`config.mk`:
```
export PLATFORM = sky130hd
export DESIGN_NAME = rtd_calibrate_linearize_core_flat
export DESIGN_NICKNAME = d
export VERILOG_FILES = /design/src/design/rcl_pkg.sv /design/src/design/rcl_if.sv /design/src/design/rcl_div.sv /design/src/design/rtd_calibrate_linearize_core.sv /design/src/flat_wrapper.sv
export SDC_FILE = /design/constraint.sdc
export NUM_CORES = 2
export LEC_CHECK = 0
export ABC_AREA = 1
export BUFFER_PORTS_ARGS = -buffer_cell sky130_fd_sc_hd__buf_4
export CORE_MARGIN = 2
export CORE_UTILIZATION = 30
export CTS_CLUSTER_SIZE = 12
export DETAILED_ROUTE_END_ITERATION = 10
export PLACE_DENSITY = 0.44
export SETUP_SLACK_MARGIN = 0.15
export SLEW_MARGIN = 15
export SYNTH_ARGS = -nofsm -noshare
export SYNTH_HDL_FRONTEND = slang
export SYNTH_SLANG_ARGS = --single-unit
```
`constraint.sdc`:
```
create_clock -name i_clk -period 14 [get_ports i_clk]
set_clock_uncertainty 0.05 [all_clocks]
set_input_delay 2.8 -clock i_clk [delete_from_list [all_inputs] [get_ports i_clk]]
set_output_delay 2.8 -clock i_clk [all_outputs]
set_load 0.02 [all_outputs]
```
`src/design/rcl_pkg.sv`:
```
// Types, codes and the linearization table of the RTD calibrate/linearize block.
// No dependencies; rcl_div and the core refer to it by scoped names.
`default_nettype none

package rcl_pkg;

    localparam int TABLE_POINTS = 17;
    localparam int TAB_IDX_W    = $clog2(TABLE_POINTS);
    localparam int TAB_CNT_W    = $clog2(TABLE_POINTS + 1);

    // divider geometry: 48-bit dividend, 19-bit divisor, 6-bit step count
    localparam int DIV_W  = 48;
    localparam int DSR_W  = 19;
    localparam int STEP_W = 6;

    localparam logic [15:0] SCALE_SPAN = 16'd23915;

    localparam logic [1:0] CAP_NONE = 2'd0;
    localparam logic [1:0] CAP_ZERO = 2'd1;
    localparam logic [1:0] CAP_FULL = 2'd2;

    localparam logic [1:0] ST_OK    = 2'd0;
    localparam logic [1:0] ST_HIGH  = 2'd1;
    localparam logic [1:0] ST_LOW   = 2'd2;
    localparam logic [1:0] ST_FAULT = 2'd3;

    localparam logic signed [11:0] TAB_TEMP [TABLE_POINTS] = '{
        -12'sd100, -12'sd50, 12'sd0, 12'sd50, 12'sd100, 12'sd150, 12'sd200,
        12'sd250, 12'sd300, 12'sd350, 12'sd400, 12'sd450, 12'sd500, 12'sd670,
        12'sd840, 12'sd1000, 12'sd1180
    };

    localparam logic signed [15:0] TAB_CODE [TABLE_POINTS] = '{
        -16'sd2440, -16'sd1250, 16'sd0, 16'sd1230, 16'sd2500, 16'sd3724,
        16'sd4955, 16'sd6210, 16'sd7418, 16'sd8651, 16'sd9833, 16'sd11052,
        16'sd12238, 16'sd16280, 16'sd20246, 16'sd23915, 16'sd28121
    };

    typedef enum logic [3:0] {
        S_IDLE, S_MUL1, S_DIV1, S_DIV1W, S_CAL, S_SPAN, S_MUL2, S_DIV2,
        S_DIV2W, S_SRCH, S_MUL3, S_MUL4, S_DIV3, S_DIV3W, S_OUT
    } t_state;

    typedef struct packed {
        logic              start;
        logic [DIV_W-1:0]  dividend;
        logic [DSR_W-1:0]  divisor;
        logic [STEP_W-1:0] steps;
    } t_div_req;

    typedef struct packed {
        logic             done;
        logic [DIV_W-1:0] quotient;
    } t_div_rsp;

endpackage

`default_nettype wire

```
`src/design/rcl_if.sv`:
```
// Valid/ready channels of the RTD calibrate/linearize block.
// No dependencies.
`default_nettype none

interface rcl_in_if;
    logic        valid;
    logic        ready;
    logic [1:0]  channel;
    logic [15:0] sample_first;
    logic [15:0] sample_second;
    logic [1:0]  capture;

    modport source (output valid, channel, sample_first, sample_second, capture,
                    input ready);
    modport sink   (input valid, channel, sample_first, sample_second, capture,
                    output ready);
endinterface

interface rcl_out_if;
    logic               valid;
    logic               ready;
    logic signed [11:0] temperature;
    logic [1:0]         status;

    modport source (output valid, temperature, status, input ready);
    modport sink   (input valid, temperature, status, output ready);
endinterface

`default_nettype wire

```
`src/design/rcl_div.sv`:
```
// Shared restoring divider, one quotient bit per cycle.
// Depends on rcl_pkg for the request and response structs.
`default_nettype none

module rcl_div (
    input  wire logic              i_clk,
    input  wire logic              i_rst_n,
    input  wire rcl_pkg::t_div_req i_req,
    output rcl_pkg::t_div_rsp      o_rsp
);

    logic                         r_busy;
    logic                         r_done;
    logic [rcl_pkg::STEP_W-1:0]   r_cnt;
    logic [rcl_pkg::DIV_W-1:0]    r_dvd;
    logic [rcl_pkg::DSR_W:0]      r_rem;
    logic [rcl_pkg::DSR_W-1:0]    r_dsr;

    logic [rcl_pkg::DSR_W:0]      w_trial;
    logic                         w_fit;

    assign w_trial = {r_rem[rcl_pkg::DSR_W-1:0], r_dvd[rcl_pkg::DIV_W-1]};
    assign w_fit   = w_trial >= {1'b0, r_dsr};

    always_ff @(posedge i_clk) begin
        if (!i_rst_n) begin
            r_busy <= 1'b0;
            r_done <= 1'b0;
            r_cnt  <= '0;
        end else begin
            r_done <= 1'b0;
            if (i_req.start) begin
                r_busy <= 1'b1;
                r_cnt  <= i_req.steps;
            end else if (r_busy) begin
                r_cnt <= r_cnt - 1'b1;
                if (r_cnt == rcl_pkg::STEP_W'(1)) begin
                    r_busy <= 1'b0;
                    r_done <= 1'b1;
                end
            end
        end
    end

    // quotient bits shift in at the bottom as dividend bits leave the top
    always_ff @(posedge i_clk) begin
        if (i_req.start) begin
            r_dvd <= i_req.dividend;
            r_dsr <= i_req.divisor;
            r_rem <= '0;
        end else if (r_busy) begin
            r_rem <= w_fit ? w_trial - {1'b0, r_dsr} : w_trial;
            r_dvd <= {r_dvd[rcl_pkg::DIV_W-2:0], w_fit};
        end
    end

    assign o_rsp.done     = r_done;
    assign o_rsp.quotient = r_dvd;

endmodule

`default_nettype wire

```
`src/design/rtd_calibrate_linearize_core.sv`:
```
// RTD calibration and table linearization: sequencer, shared multiplier, state.
// Depends on rcl_pkg, rcl_if and rcl_div.
`default_nettype none

// Channel   Dir  Word
// i_in      in   channel, sample_first, sample_second, capture
// o_out     out  temperature, status
//
// Each word runs through up to three passes of the shared divider (32, 46 and 26
// quotient bits), a scan of the table and up to four multiply steps. Input ready
// is high only while the sequencer is idle. A finished result waits in the output
// register; the next word is accepted meanwhile and holds in its last step only
// if the previous result is still not taken.
// Reset sets every zero word to 0 and every full word to 65535.

module rtd_calibrate_linearize_core #(
    parameter int CHANNELS = 3
) (
    input  wire logic  i_clk,
    input  wire logic  i_rst_n,
    rcl_in_if.sink     i_in,
    rcl_out_if.source  o_out
);

    localparam int CH_W = (CHANNELS > 1) ? $clog2(CHANNELS) : 1;
    localparam int TP   = rcl_pkg::TABLE_POINTS;
    localparam int IW   = rcl_pkg::TAB_IDX_W;
    localparam int KW   = rcl_pkg::TAB_CNT_W;

    rcl_pkg::t_state r_state, n_state;

    logic [15:0] r_zero_cal [CHANNELS];
    logic [15:0] r_full_cal [CHANNELS];

    logic [CH_W-1:0]     r_ch;
    logic [1:0]          r_cap;
    logic [15:0]         r_s1, r_s2;
    logic [15:0]         r_zero, r_full;
    logic                r_fault;
    logic                r_neg;
    logic signed [32:0]  r_corr;
    logic signed [33:0]  r_c;
    logic [31:0]         r_mag;
    logic signed [51:0]  r_prod;
    logic signed [15:0]  r_p;
    logic [KW-1:0]       r_k;
    logic signed [25:0]  r_num;

    logic               r_out_valid;
    logic signed [11:0] r_temp;
    logic [1:0]         r_status;

    logic               w_accept;
    logic               w_in_range;
    logic               w_out_free;
    logic signed [33:0] w_mul_a;
    logic signed [17:0] w_mul_b;
    logic signed [51:0] w_prod;
    logic signed [33:0] w_c;
    logic signed [34:0] w_diff;
    logic [15:0]        w_span;
    logic               w_above;
    logic [IW-1:0]      w_hi, w_lo;
    logic signed [15:0] w_c0, w_c1;
    logic signed [11:0] w_t0, w_t1;
    logic [12:0]        w_den;
    logic [25:0]        w_num_mag;
    logic [25:0]        w_num_rnd;
    logic [31:0]        w_x_mag;
    logic [15:0]        w_q16;

    rcl_pkg::t_div_req w_div_req;
    rcl_pkg::t_div_rsp w_div_rsp;

    rcl_div u_div (
        .i_clk  (i_clk),
        .i_rst_n(i_rst_n),
        .i_req  (w_div_req),
        .o_rsp  (w_div_rsp)
    );

    assign w_accept   = i_in.valid && i_in.ready;
    assign w_in_range = {2'b0, i_in.channel} < 4'(CHANNELS);
    assign w_out_free = !r_out_valid || o_out.ready;

    assign w_hi  = r_k[IW-1:0];
    assign w_lo  = IW'(r_k - 1'b1);
    assign w_c0  = rcl_pkg::TAB_CODE[w_lo];
    assign w_c1  = rcl_pkg::TAB_CODE[w_hi];
    assign w_t0  = rcl_pkg::TAB_TEMP[w_lo];
    assign w_t1  = rcl_pkg::TAB_TEMP[w_hi];
    assign w_den = 13'(w_c1 - w_c0);

    assign w_above = (r_k < KW'(TP)) && (r_p >= rcl_pkg::TAB_CODE[w_hi]);

    assign w_c = 34'($signed({1'b0, r_s2, 1'b0})) - 34'($signed({1'b0, r_s1}))
               + 34'(r_corr);
    assign w_diff = 35'(r_c) - 35'($signed({1'b0, r_zero}));
    assign w_span = r_full - r_zero;

    assign w_x_mag   = r_prod[51] ? 32'(-r_prod) : r_prod[31:0];
    assign w_num_mag = r_num[25] ? 26'(-r_num) : 26'(r_num);
    assign w_num_rnd = {w_num_mag[24:0], 1'b0} + 26'(w_den);
    assign w_q16     = w_div_rsp.quotient[15:0];

    assign w_prod = 52'(w_mul_a) * 52'(w_mul_b);

    // next state
    always_comb begin
        n_state = r_state;
        unique case (r_state)
            rcl_pkg::S_IDLE: begin
                if (w_accept) n_state = w_in_range ? rcl_pkg::S_MUL1 : rcl_pkg::S_OUT;
            end
            rcl_pkg::S_MUL1:  n_state = rcl_pkg::S_DIV1;
            rcl_pkg::S_DIV1:  n_state = (r_zero == 16'd0) ? rcl_pkg::S_CAL
                                                           : rcl_pkg::S_DIV1W;
            rcl_pkg::S_DIV1W: if (w_div_rsp.done) n_state = rcl_pkg::S_CAL;
            rcl_pkg::S_CAL:   n_state = rcl_pkg::S_SPAN;
            rcl_pkg::S_SPAN:  n_state = (r_fault || w_span == 16'd0) ? rcl_pkg::S_OUT
                                                                     : rcl_pkg::S_MUL2;
            rcl_pkg::S_MUL2:  n_state = rcl_pkg::S_DIV2;
            rcl_pkg::S_DIV2:  n_state = rcl_pkg::S_DIV2W;
            rcl_pkg::S_DIV2W: if (w_div_rsp.done) n_state = rcl_pkg::S_SRCH;
            rcl_pkg::S_SRCH: begin
                if (!w_above) begin
                    if (r_k == KW'(TP) || r_k == '0) n_state = rcl_pkg::S_OUT;
                    else                             n_state = rcl_pkg::S_MUL3;
                end
            end
            rcl_pkg::S_MUL3:  n_state = rcl_pkg::S_MUL4;
            rcl_pkg::S_MUL4:  n_state = rcl_pkg::S_DIV3;
            rcl_pkg::S_DIV3:  n_state = rcl_pkg::S_DIV3W;
            rcl_pkg::S_DIV3W: if (w_div_rsp.done) n_state = rcl_pkg::S_OUT;
            rcl_pkg::S_OUT:   if (w_out_free) n_state = rcl_pkg::S_IDLE;
            default:          n_state = rcl_pkg::S_IDLE;
        endcase
    end

    // sequencer outputs: handshake, multiplier operands, divider requests
    always_comb begin
        i_in.ready = 1'b0;
        w_mul_a    = '0;
        w_mul_b    = '0;
        w_div_req  = '0;
        unique case (r_state)
            rcl_pkg::S_IDLE: i_in.ready = 1'b1;
            rcl_pkg::S_MUL1: begin
                w_mul_a = 34'($signed({1'b0, r_s1}) - $signed({1'b0, r_s2}));
                w_mul_b = 18'($signed({1'b0, r_s1}));
            end
            rcl_pkg::S_DIV1: begin
                // (x / zero) / 6 truncated equals x / (6 * zero) truncated
                w_div_req.start    = r_zero != 16'd0;
                w_div_req.dividend = {w_x_mag, 16'd0};
                w_div_req.divisor  = 19'({r_zero, 2'b0}) + 19'({r_zero, 1'b0});
                w_div_req.steps    = rcl_pkg::STEP_W'(32);
            end
            rcl_pkg::S_MUL2: begin
                w_mul_a = 34'($signed({1'b0, r_mag}));
                w_mul_b = 18'($signed({1'b0, rcl_pkg::SCALE_SPAN}));
            end
            rcl_pkg::S_DIV2: begin
                w_div_req.start    = 1'b1;
                w_div_req.dividend = {r_prod[45:0], 2'b0};
                w_div_req.divisor  = 19'(w_span);
                w_div_req.steps    = rcl_pkg::STEP_W'(46);
            end
            rcl_pkg::S_MUL3: begin
                w_mul_a = 34'(17'(r_p) - 17'(w_c0));
                w_mul_b = 18'(w_t1) - 18'(w_t0);
            end
            rcl_pkg::S_MUL4: begin
                w_mul_a = 34'(w_t0);
                w_mul_b = 18'($signed({1'b0, w_den}));
            end
            rcl_pkg::S_DIV3: begin
                w_div_req.start    = 1'b1;
                w_div_req.dividend = {w_num_rnd, 22'd0};
                w_div_req.divisor  = 19'({w_den, 1'b0});
                w_div_req.steps    = rcl_pkg::STEP_W'(26);
            end
            default: ;
        endcase
    end

    always_ff @(posedge i_clk) begin
        if (!i_rst_n) begin
            r_state <= rcl_pkg::S_IDLE;
        end else begin
            r_state <= n_state;
        end
    end

    // calibration words
    always_ff @(posedge i_clk) begin
        if (!i_rst_n) begin
            for (int i = 0; i < CHANNELS; i++) begin
                r_zero_cal[i] <= 16'd0;
                r_full_cal[i] <= 16'hFFFF;
            end
        end else if (r_state == rcl_pkg::S_CAL) begin
            if (r_cap == rcl_pkg::CAP_ZERO) r_zero_cal[r_ch] <= w_c[15:0];
            if (r_cap == rcl_pkg::CAP_FULL) r_full_cal[r_ch] <= w_c[15:0];
        end
    end

    // datapath registers
    always_ff @(posedge i_clk) begin
        case (r_state)
            rcl_pkg::S_IDLE: begin
                r_ch    <= CH_W'(i_in.channel);
                r_cap   <= i_in.capture;
                r_s1    <= i_in.sample_first;
                r_s2    <= i_in.sample_second;
                r_zero  <= r_zero_cal[CH_W'(i_in.channel)];
                r_full  <= r_full_cal[CH_W'(i_in.channel)];
                r_temp  <= '0;
                r_status <= rcl_pkg::ST_FAULT;
            end
            rcl_pkg::S_MUL1: r_prod <= w_prod;
            rcl_pkg::S_DIV1: begin
                r_fault <= r_zero == 16'd0;
                r_neg   <= r_prod[51];
                r_corr  <= '0;
            end
            rcl_pkg::S_DIV1W: begin
                r_corr <= r_neg ? -33'($signed({1'b0, w_div_rsp.quotient[31:0]}))
                                :  33'($signed({1'b0, w_div_rsp.quotient[31:0]}));
            end
            rcl_pkg::S_CAL: begin
                r_c <= w_c;
                if (r_cap == rcl_pkg::CAP_ZERO) r_zero <= w_c[15:0];
                if (r_cap == rcl_pkg::CAP_FULL) r_full <= w_c[15:0];
            end
            rcl_pkg::S_SPAN: begin
                r_neg <= w_diff[34];
                r_mag <= w_diff[34] ? 32'(-w_diff) : w_diff[31:0];
            end
            rcl_pkg::S_MUL2: r_prod <= w_prod;
            rcl_pkg::S_DIV2W: begin
                r_p <= r_neg ? $signed(-w_q16) : $signed(w_q16);
                r_k <= '0;
            end
            rcl_pkg::S_SRCH: begin
                if (w_above) begin
                    r_k <= r_k + 1'b1;
                end else if (r_k == KW'(TP)) begin
                    r_temp   <= rcl_pkg::TAB_TEMP[TP-1];
                    r_status <= rcl_pkg::ST_HIGH;
                end else if (r_k == '0) begin
                    r_temp   <= rcl_pkg::TAB_TEMP[0];
                    r_status <= rcl_pkg::ST_LOW;
                end
            end
            rcl_pkg::S_MUL3: r_prod <= w_prod;
            rcl_pkg::S_MUL4: r_num  <= 26'(r_prod) + 26'(w_prod);
            rcl_pkg::S_DIV3: r_neg  <= r_num[25];
            rcl_pkg::S_DIV3W: begin
                r_temp   <= r_neg ? -$signed(w_div_rsp.quotient[11:0])
                                  :  $signed(w_div_rsp.quotient[11:0]);
                r_status <= rcl_pkg::ST_OK;
            end
            default: ;
        endcase
    end

    // output register: load when free, drop on take
    always_ff @(posedge i_clk) begin
        if (!i_rst_n) begin
            r_out_valid <= 1'b0;
        end else if (r_state == rcl_pkg::S_OUT && w_out_free) begin
            r_out_valid <= 1'b1;
        end else if (o_out.ready) begin
            r_out_valid <= 1'b0;
        end
    end

    always_ff @(posedge i_clk) begin
        if (r_state == rcl_pkg::S_OUT && w_out_free) begin
            o_out.temperature <= r_temp;
            o_out.status      <= r_status;
        end
    end

    assign o_out.valid = r_out_valid;

endmodule

`default_nettype wire

```
`src/flat_wrapper.sv`:
```
// flat-port wrapper written by rule: the top's interface ports become plain ports
module rtd_calibrate_linearize_core_flat 
#(
    parameter int CHANNELS = 3
)
  (i_clk, i_rst_n, i_in_valid, i_in_channel, i_in_sample_first, i_in_sample_second, i_in_capture, i_in_ready, o_out_valid, o_out_temperature, o_out_status, o_out_ready);
  rcl_in_if i_in_i ();
  rcl_out_if o_out_i ();
  input  wire logic i_clk;
  input  wire logic i_rst_n;
  input wire logic [$bits(i_in_i.valid)-1:0] i_in_valid;
  input wire logic [$bits(i_in_i.channel)-1:0] i_in_channel;
  input wire logic [$bits(i_in_i.sample_first)-1:0] i_in_sample_first;
  input wire logic [$bits(i_in_i.sample_second)-1:0] i_in_sample_second;
  input wire logic [$bits(i_in_i.capture)-1:0] i_in_capture;
  output wire logic [$bits(i_in_i.ready)-1:0] i_in_ready;
  output wire logic [$bits(o_out_i.valid)-1:0] o_out_valid;
  output wire logic [$bits(o_out_i.temperature)-1:0] o_out_temperature;
  output wire logic [$bits(o_out_i.status)-1:0] o_out_status;
  input wire logic [$bits(o_out_i.ready)-1:0] o_out_ready;
  assign i_in_i.valid = i_in_valid;
  assign i_in_i.channel = i_in_channel;
  assign i_in_i.sample_first = i_in_sample_first;
  assign i_in_i.sample_second = i_in_sample_second;
  assign i_in_i.capture = i_in_capture;
  assign i_in_ready = i_in_i.ready;
  assign o_out_valid = o_out_i.valid;
  assign o_out_temperature = o_out_i.temperature;
  assign o_out_status = o_out_i.status;
  assign o_out_i.ready = o_out_ready;
  rtd_calibrate_linearize_core #(.CHANNELS(CHANNELS)) u_core (.i_clk(i_clk), .i_rst_n(i_rst_n), .i_in(i_in_i), .o_out(o_out_i));
endmodule
```
== Word-level counts from Yosys, hierarchy flattened ==
Memories as Yosys holds them, arrays and structs flattened.
Cells that the tools add are included.
Operators by class
  multiplexer cells: 71
  add/subtract/negate cells: 21
  bitwise gates (word level): 4
  order comparisons: 6
  equal/unequal tests: 28
  $mul: 1
  reduce and logical (&&, ||, !) cells: 28
Operators by type and width (count)
  one-hot mux 74 bit (3 select lines): 1
  two-way mux 16 bit: 9
  one-hot mux 34 bit (4 select lines): 1
  two-way mux 12 bit: 8
  two-way mux 48 bit: 2
  one-hot mux 18 bit (4 select lines): 1
  one-hot mux 33 bit (2 select lines): 1
  two-way mux 32 bit: 2
  negator 32 bit: 2
  one-hot mux 16 bit (2 select lines): 2
  one-hot mux 4 bit (15 select lines): 1
  multiplier 34 x 18 -> 52 bit: 1
  one-hot mux 12 bit (3 select lines): 1
  subtractor 34 x 17 -> 35 bit: 1
  adder 18 x 33 -> 34 bit: 1
  subtractor 16 x 16 -> 17 bit: 2
  two-way mux 33 bit: 1
  negator 32 -> 33 bit: 1
  zero test 16 bit: 2
  two-way mux 4 bit: 8
  OR reduction 16 bit: 2
  equality test 4 bit (second input constant): 7
  adder 26 x 13 -> 26 bit: 1
  adder 26 bit: 1
  51 further kinds: 100
Storage, ports and cells
  output and inout bits: 16
  memory bits (read-only): 1792
  memory bits (writable): 96
  memories: 6
  input bits: 40
  flip-flop bits (word level): 395
Memories
  (no name shown): words 32, width 16, read ports 1, clocked after memory_dff 0, wr ports 0, line rtd_calibrate_linearize_core.sv:89  | assign w_c1 = rcl_pkg::TAB_CODE[w_hi];
  (no name shown): words 32, width 16, read ports 1, clocked after memory_dff 0, wr ports 0, line rtd_calibrate_linearize_core.sv:88  | assign w_c0 = rcl_pkg::TAB_CODE[w_lo];
  (no name shown): words 32, width 12, read ports 1, clocked after memory_dff 0, wr ports 0, line rtd_calibrate_linearize_core.sv:90  | assign w_t0 = rcl_pkg::TAB_TEMP[w_lo];
  (no name shown): words 32, width 12, read ports 1, clocked after memory_dff 0, wr ports 0, line rtd_calibrate_linearize_core.sv:91  | assign w_t1 = rcl_pkg::TAB_TEMP[w_hi];
  u_core.r_full_cal: words 3, width 16, read ports 1, clocked after memory_dff 0, wr ports 3, line rtd_calibrate_linearize_core.sv:33  | logic [15:0] r_full_cal [CHANNELS];
  u_core.r_zero_cal: words 3, width 16, read ports 1, clocked after memory_dff 0, wr ports 3, line rtd_calibrate_linearize_core.sv:32  | logic [15:0] r_zero_cal [CHANNELS];

== Longest topological paths before layout ==
  depth in word-level cells: 9
  mapped depth: 57
  mapped depth without buffers: 55

== Hierarchy ==
Synthesis repeated with hierarchy kept, for this count alone.
Second synthesis, totals
  cell total of the unflattened synthesis: 7310
  area, all modules: 57780.4 sq um
Modules (own cells, without submodules)
  rtd_calibrate_linearize_core: instances 1, cells each 6636, area each 52482.8 sq um
  rcl_div: instances 1, cells each 674, area each 5297.6 sq um

== Worst setup path before layout ==
No wires, ideal clock.
  path type: reg2reg
  start: register u_core.r_k[2]
  end: register u_core.r_num[22], data pin
  cell stages (with the launch flop): 50
  clock period less this slack: 9.895 ns
  setup time: 0.262 ns
  data required time: 13.688 ns
  arrival: 9.583 ns
  path slack: 4.105 ns
  path through: edfxtp_1 buf_4 inv_1 clkbuf_1 ha_1 nand2_1 nand2_1 inv_2 nand2_1 nand2_2 inv_4 clkbuf_1 o21ai_0 nand3_1 ha_1 inv_1 fa_1 nand3_1 [... 14 more ...] inv_1 fa_1 fa_1 inv_1 ha_1 a21oi_1 a21boi_0 o21ai_0 xor2_1 ha_1 nand2_1 nor2_1 nand4_1 o21ai_0 a21oi_1 o21ai_0 a21oi_1 xor2_1
Between the ends
  longest elaborated chain between the ends: 9
  elaborated cells between the ends (all ways): 22
Ends and longest elaborated chain
  start: declaration: line rtd_calibrate_linearize_core.sv:46  | logic [KW-1:0] r_k;
  start signal: assignment: line rtd_calibrate_linearize_core.sv:247  | r_k <= r_k + 1'b1;
  subtractor 5 x 1 -> 5 bit: line rtd_calibrate_linearize_core.sv:87  | assign w_lo = IW'(r_k - 1'b1);
  inverter 5 -> 6 bit (not written as such): line rtd_calibrate_linearize_core.sv:88, rtd_calibrate_linearize_core.sv:90
  memory read (32 x 16 bit) / memory read (32 x 12 bit) (equally long branches)
  two-way mux 16 bit (not written as such) / two-way mux 12 bit (equally long branches) (2 in a row): line rtd_calibrate_linearize_core.sv:88, rtd_calibrate_linearize_core.sv:90
  subtractor 16 x 16 -> 17 bit (tied with other cells): line rtd_calibrate_linearize_core.sv:170  | w_mul_a = 34'(17'(r_p) - 17'(w_c0));
  one-hot mux 34 bit (4 select lines) / one-hot mux 18 bit (4 select lines) (equally long branches): line rtd_calibrate_linearize_core.sv:146  | unique case (r_state)
  multiplier 34 x 18 -> 52 bit (*): line rtd_calibrate_linearize_core.sv:106  | assign w_prod = 52'(w_mul_a) * 52'(w_mul_b);
  via u_core.w_prod[13]: line rtd_calibrate_linearize_core.sv:58  | logic signed [51:0] w_prod;
  adder 26 bit (*): line rtd_calibrate_linearize_core.sv:257  | rcl_pkg::S_MUL4: r_num <= 26'(r_prod) + 26'(w_prod);
  end signal: assignment: line rtd_calibrate_linearize_core.sv:257
  end: declaration: line rtd_calibrate_linearize_core.sv:47  | logic signed [25:0] r_num;
Mark *: on every way through the listed nets, which the timed path passes. The rest lies on a longest branch. The select of a mux whose other input is x is not followed.
A chain may end at the register's enable or synchronous reset.

== Worst setup path after layout ==
  start: register u_core.r_k[2]
  end: register u_core.r_num[24], data pin
Same word-level chain as after synthesis.

==> report_table.html <==
<table>
<tr><th>Metric</th><th>Value</th></tr>
<tr><th colspan="2">Status</th></tr>
<tr><td>Status</td><td>finished, final reports clean</td></tr>
<tr><th colspan="2">Hold path</th></tr>
<tr><td>Class of the tightest hold or removal check</td><td>reg -&gt; reg</td></tr>
<tr><td>Hold path startpoint</td><td>u_core.r_temp[10]</td></tr>
<tr><td>Number of cells on the worst hold path</td><td>0</td></tr>
<tr><th colspan="2">Yosys</th></tr>
<tr><td>Share of the synthesized area in the top cell type</td><td>0.255</td></tr>
<tr><td>Net count after synthesis</td><td>8153</td></tr>
<tr><td>Most used DFF post-synth</td><td>sky130_fd_sc_hd__edfxtp_1</td></tr>
<tr><td>Largest cells by area after synthesis</td><td>sky130_fd_sc_hd__edfxtp_1, sky130_fd_sc_hd__fa_1, sky130_fd_sc_hd__nand2_1, sky130_fd_sc_hd__inv_1, sky130_fd_sc_hd__ha_1</td></tr>
<tr><td>Number of enable flip-flop cells after synthesis</td><td>486</td></tr>
<tr><td>Sequential fraction of the synthesis area</td><td>0.266</td></tr>
<tr><td>Yosys top cell by area</td><td>sky130_fd_sc_hd__edfxtp_1</td></tr>
<tr><td>Share of async-settable or async-resettable flops after synthesis</td><td>0</td></tr>
<tr><td>Yosys synthesis warning count</td><td>0</td></tr>
<tr><td>Unique masters post-synth</td><td>70</td></tr>
<tr><td>Per-instance average area after synthesis</td><td>8.01 sq um</td></tr>
<tr><td>Cell with the most instances after synthesis</td><td>sky130_fd_sc_hd__nand2_1</td></tr>
<tr><td>Top cell types by occurrence after synthesis</td><td>sky130_fd_sc_hd__nand2_1, sky130_fd_sc_hd__inv_1, sky130_fd_sc_hd__nor2_1</td></tr>
<tr><td>Count of mapped cells out of synthesis</td><td>7149</td></tr>
<tr><td>Register bit total from synthesis</td><td>518</td></tr>
<tr><td>Cell area after synthesis</td><td>57200 sq um</td></tr>
<tr><th colspan="2">Clock network</th></tr>
<tr><td>Number of clock sinks</td><td>518</td></tr>
<tr><td>Maximum count of clock buffers along a single path</td><td>3</td></tr>
<tr><td>CTS tree</td><td>yes</td></tr>
<tr><td>CTS-repair resized insts</td><td>0</td></tr>
<tr><td>H-tree Lvls</td><td>3</td></tr>
<tr><td>Total clock buffers created by CTS</td><td>66</td></tr>
<tr><td>Clk_lat worst skew</td><td>670 ps</td></tr>
<tr><td>Cts-stage hold buffer count</td><td>0</td></tr>
<tr><td>Clock tree root driver cell</td><td>sky130_fd_sc_hd__clkbuf_16</td></tr>
<tr><td>Number of post-CTS setup repair buffers</td><td>0</td></tr>
<tr><td>Clock transition at the register clock pins on the worst setup and hold paths after CTS</td><td>60 ps</td></tr>
<tr><th colspan="2">Routing</th></tr>
<tr><td>Number of vias per cell</td><td>4.92</td></tr>
<tr><td>DR WL/cell</td><td>22.5 um</td></tr>
<tr><td>Antenna Nets Post-Route</td><td>0</td></tr>
<tr><td>First-pass iteration count of the detailed router</td><td>8</td></tr>
<tr><td>Total via count after detailed routing</td><td>47800</td></tr>
<tr><td>DRC violations left</td><td>0</td></tr>
<tr><td>Total length of routed wires</td><td>219 mm</td></tr>
<tr><td>Starting DRC count in detailed routing</td><td>3686</td></tr>
<tr><th colspan="2">STA</th></tr>
<tr><td>Final max-slew violation count</td><td>0</td></tr>
<tr><td>Number of failing hold endpoints at the final stage</td><td>0</td></tr>
<tr><td>Slew @ Worst Pin</td><td>1170 ps</td></tr>
<tr><td>Minimum period implied by the final worst setup slack</td><td>12660 ps</td></tr>
<tr><td>RSZ-0062 raised after global routing</td><td>no</td></tr>
<tr><td>Total negative slack</td><td>0 ps</td></tr>
<tr><td>Final number of setup-violating endpoints</td><td>0</td></tr>
<tr><td>Ratio of final minimum period to clock period</td><td>0.904</td></tr>
<tr><td>Highest achievable clock rate</td><td>0.0790 GHz</td></tr>
<tr><td>Slew Limit Headroom</td><td>0.216</td></tr>
<tr><th colspan="2">Setup path</th></tr>
<tr><td>Most prevalent standard cell on the critical path</td><td>sky130_fd_sc_hd__inv_1</td></tr>
<tr><td>Startpoint type of the worst setup path</td><td>flip-flop</td></tr>
<tr><td>Number of cells on the worst reg-to-reg path</td><td>42</td></tr>
<tr><td>Arrival time of data at the critical path endpoint</td><td>13020 ps</td></tr>
<tr><td>Sort of element at the end of the critical path</td><td>flip-flop</td></tr>
<tr><td>Critical-path top delay cell</td><td>sky130_fd_sc_hd__edfxtp_1</td></tr>
<tr><td>Required time at the endpoint of the critical path</td><td>14360 ps</td></tr>
<tr><td>Largest fanout on the critical path</td><td>22</td></tr>
<tr><td>Critical path start-end classification</td><td>reg -&gt; reg</td></tr>
<tr><td>Largest stage delay on the critical path</td><td>830 ps</td></tr>
<tr><td>Launch point of the worst reg-to-reg path</td><td>u_core.r_k[2]</td></tr>
<tr><td>Critical path startpoint</td><td>u_core.r_k[2]</td></tr>
<tr><th colspan="2">GRT</th></tr>
<tr><td>Pin count of the biggest net entering global routing</td><td>68</td></tr>
<tr><td>Total global routing track utilization</td><td>0.226</td></tr>
<tr><td>Antenna violations before repair</td><td>5</td></tr>
<tr><td>Vias in the first global route</td><td>48000</td></tr>
<tr><td>Gr ovfl total</td><td>0</td></tr>
<tr><td>Wire length of the first global-routing pass</td><td>324 mm</td></tr>
<tr><th colspan="2">Place</th></tr>
<tr><td>Placer Congestion</td><td>0.922</td></tr>
<tr><td>Port Buf Inserts</td><td>55</td></tr>
<tr><td>Half-perimeter wire length of the detailed placement result</td><td>177 mm</td></tr>
<tr><td>Instance count after placement with tap cells included</td><td>9594</td></tr>
<tr><th colspan="2">Floorplan</th></tr>
<tr><td>Total die area</td><td>194000 sq um</td></tr>
<tr><td>Cell row count</td><td>160</td></tr>
<tr><td>Floorplan die width</td><td>441 um</td></tr>
<tr><td>Starting Density</td><td>0.302</td></tr>
<tr><td>Core ar.</td><td>190000 sq um</td></tr>
<tr><td>Die height</td><td>441 um</td></tr>
<tr><td>IO Pins</td><td>56</td></tr>
<tr><th colspan="2">Cells and area</th></tr>
<tr><td>Layout Utilization</td><td>0.331</td></tr>
<tr><td>Layout overhead on the synthesized area</td><td>9.85%</td></tr>
<tr><td>Final #Nets</td><td>8155</td></tr>
<tr><td>Final Non-Filler Cells</td><td>9716</td></tr>
<tr><td>Layout cell share with drive strength beyond 1</td><td>0.0489</td></tr>
<tr><td>FILL cells</td><td>20300</td></tr>
<tr><th colspan="2">Run</th></tr>
<tr><td># Max-Cap Violations</td><td>0</td></tr>
</table>
flip-flops by register name, summed over array words and instances (netlist names), 2 cells and up:
name / flops
u_core.r_full_cal: 64
u_core.r_zero_cal: 64
u_core.u_div.r_dvd: 48
u_core.r_prod: 47
u_core.r_c: 34
u_core.r_corr: 33
u_core.r_mag: 32
u_core.r_num: 26
u_core.u_div.r_dsr: 19
u_core.u_div.r_rem: 19
u_core.r_full: 16
u_core.r_p: 16
u_core.r_s1: 16
u_core.r_s2: 16
u_core.r_zero: 16
u_core.o_out.temperature: 12
u_core.r_temp: 12
u_core.u_div.r_cnt: 6
u_core.r_k: 5
u_core.r_state: 4
u_core.o_out.status: 2
u_core.r_cap: 2
u_core.r_ch: 2
u_core.r_status: 2
per-layer routing:
metal  GRT usage  share of wire  up-vias
met5           0       0.000059        -
met4      0.0677          0.033        2
met3      0.0225          0.045      193
met2       0.386           0.48     1214
met1       0.301           0.44    23700
li1            -              -    22700
cell usage in the layout, fill, tap and decap left out, types with 15 or more instances in the layout:
| cell | count |
|---|---|
| sky130_fd_sc_hd__nand2_1 | 1664 |
| sky130_fd_sc_hd__inv_1 | 1403 |
| sky130_fd_sc_hd__nor2_1 | 630 |
| sky130_fd_sc_hd__fa_1 | 586 |
| sky130_fd_sc_hd__edfxtp_1 | 486 |
| sky130_fd_sc_hd__a21oi_1 | 442 |
| sky130_fd_sc_hd__ha_1 | 378 |
| sky130_fd_sc_hd__o21ai_0 | 305 |
| sky130_fd_sc_hd__nand3_1 | 282 |
| sky130_fd_sc_hd__xor2_1 | 131 |
| sky130_fd_sc_hd__buf_4 | 121 |
| sky130_fd_sc_hd__clkbuf_16 | 67 |
| sky130_fd_sc_hd__nand4_1 | 64 |
| sky130_fd_sc_hd__nor3_1 | 62 |
| sky130_fd_sc_hd__xnor2_1 | 61 |
| sky130_fd_sc_hd__a31oi_1 | 39 |
| sky130_fd_sc_hd__dfxtp_1 | 32 |
| sky130_fd_sc_hd__o211ai_1 | 30 |
| sky130_fd_sc_hd__o22ai_1 | 30 |
| sky130_fd_sc_hd__inv_2 | 23 |
| sky130_fd_sc_hd__or2_2 | 23 |
| sky130_fd_sc_hd__nand3b_1 | 21 |
| sky130_fd_sc_hd__a221o_1 | 20 |
| sky130_fd_sc_hd__a21o_1 | 19 |
| sky130_fd_sc_hd__o21bai_1 | 16 |
| sky130_fd_sc_hd__nand2_2 | 16 |
| sky130_fd_sc_hd__nor2_2 | 15 |
cell families (layout without fill, tap and decap cells):
family | Yosys count | in the layout | share of synthesized area
other | 0 | 2 | 0
xor gates and xnor gates | 200 | 200 | 0.0311
adders and majority gates | 964 | 964 | 0.288
buffers and inverters | 1620 | 1674 | 0.109
DFF | 518 | 518 | 0.266
and+or+nand+nor | 2837 | 2837 | 0.206
AOI/OAI and AO/OA | 1010 | 1010 | 0.100
final timing paths:
kind	slack [ps]	endpoint
hold reg to reg	380	u_core.o_out.temperature[10]
setup / recovery	1340	u_core.r_num[24]
setup reg to reg	1340	u_core.r_num[24]
hold / removal	380	u_core.o_out.temperature[10]
through the flow:
| step | worst slack, ps | cell area, sq um | hold WS [ps] |
|---|---|---|---|
| 6_report | 1340 | 62900 | 376 |
| 4_1_cts | 1470 | 62900 | 377 |
| 2_1_floorplan | 4100 | 57200 | 350 |
| 3_3_place_gp | 1080 | 60600 | 358 |
| 5_1_grt | 505 | 62900 | 393 |
| 3_5_place_dp | 1490 | 60600 | 363 |
worst max-delay path: cells and delay by family (launching register included):
family          cells  cell delay [ps]
fa+ha+maj          11             5210
compound gates      9             2030
simple gates       11             2020
buf+inv             8             1560
flops               1              830
xor+xnor            3              700
layout make-up:
cell class	instances	area [sq um]	share of cell area
Multi-Input combinational cell	5011	35900	0.571
Timing Repair Buffer	122	920	0.0146
Tap cell	2511	3140	0.0500
Sequential cell	518	15200	0.242
Antenna cell	2	5.00	0.0000796
Clock buffer	85	1780	0.0284
Clock inverter	35	460	0.00732
Inverter	1432	5400	0.0859
Power is left out: the tool's default activity adds up to more than one toggle a clock period on the data nets, which glitch-free logic cannot reach.
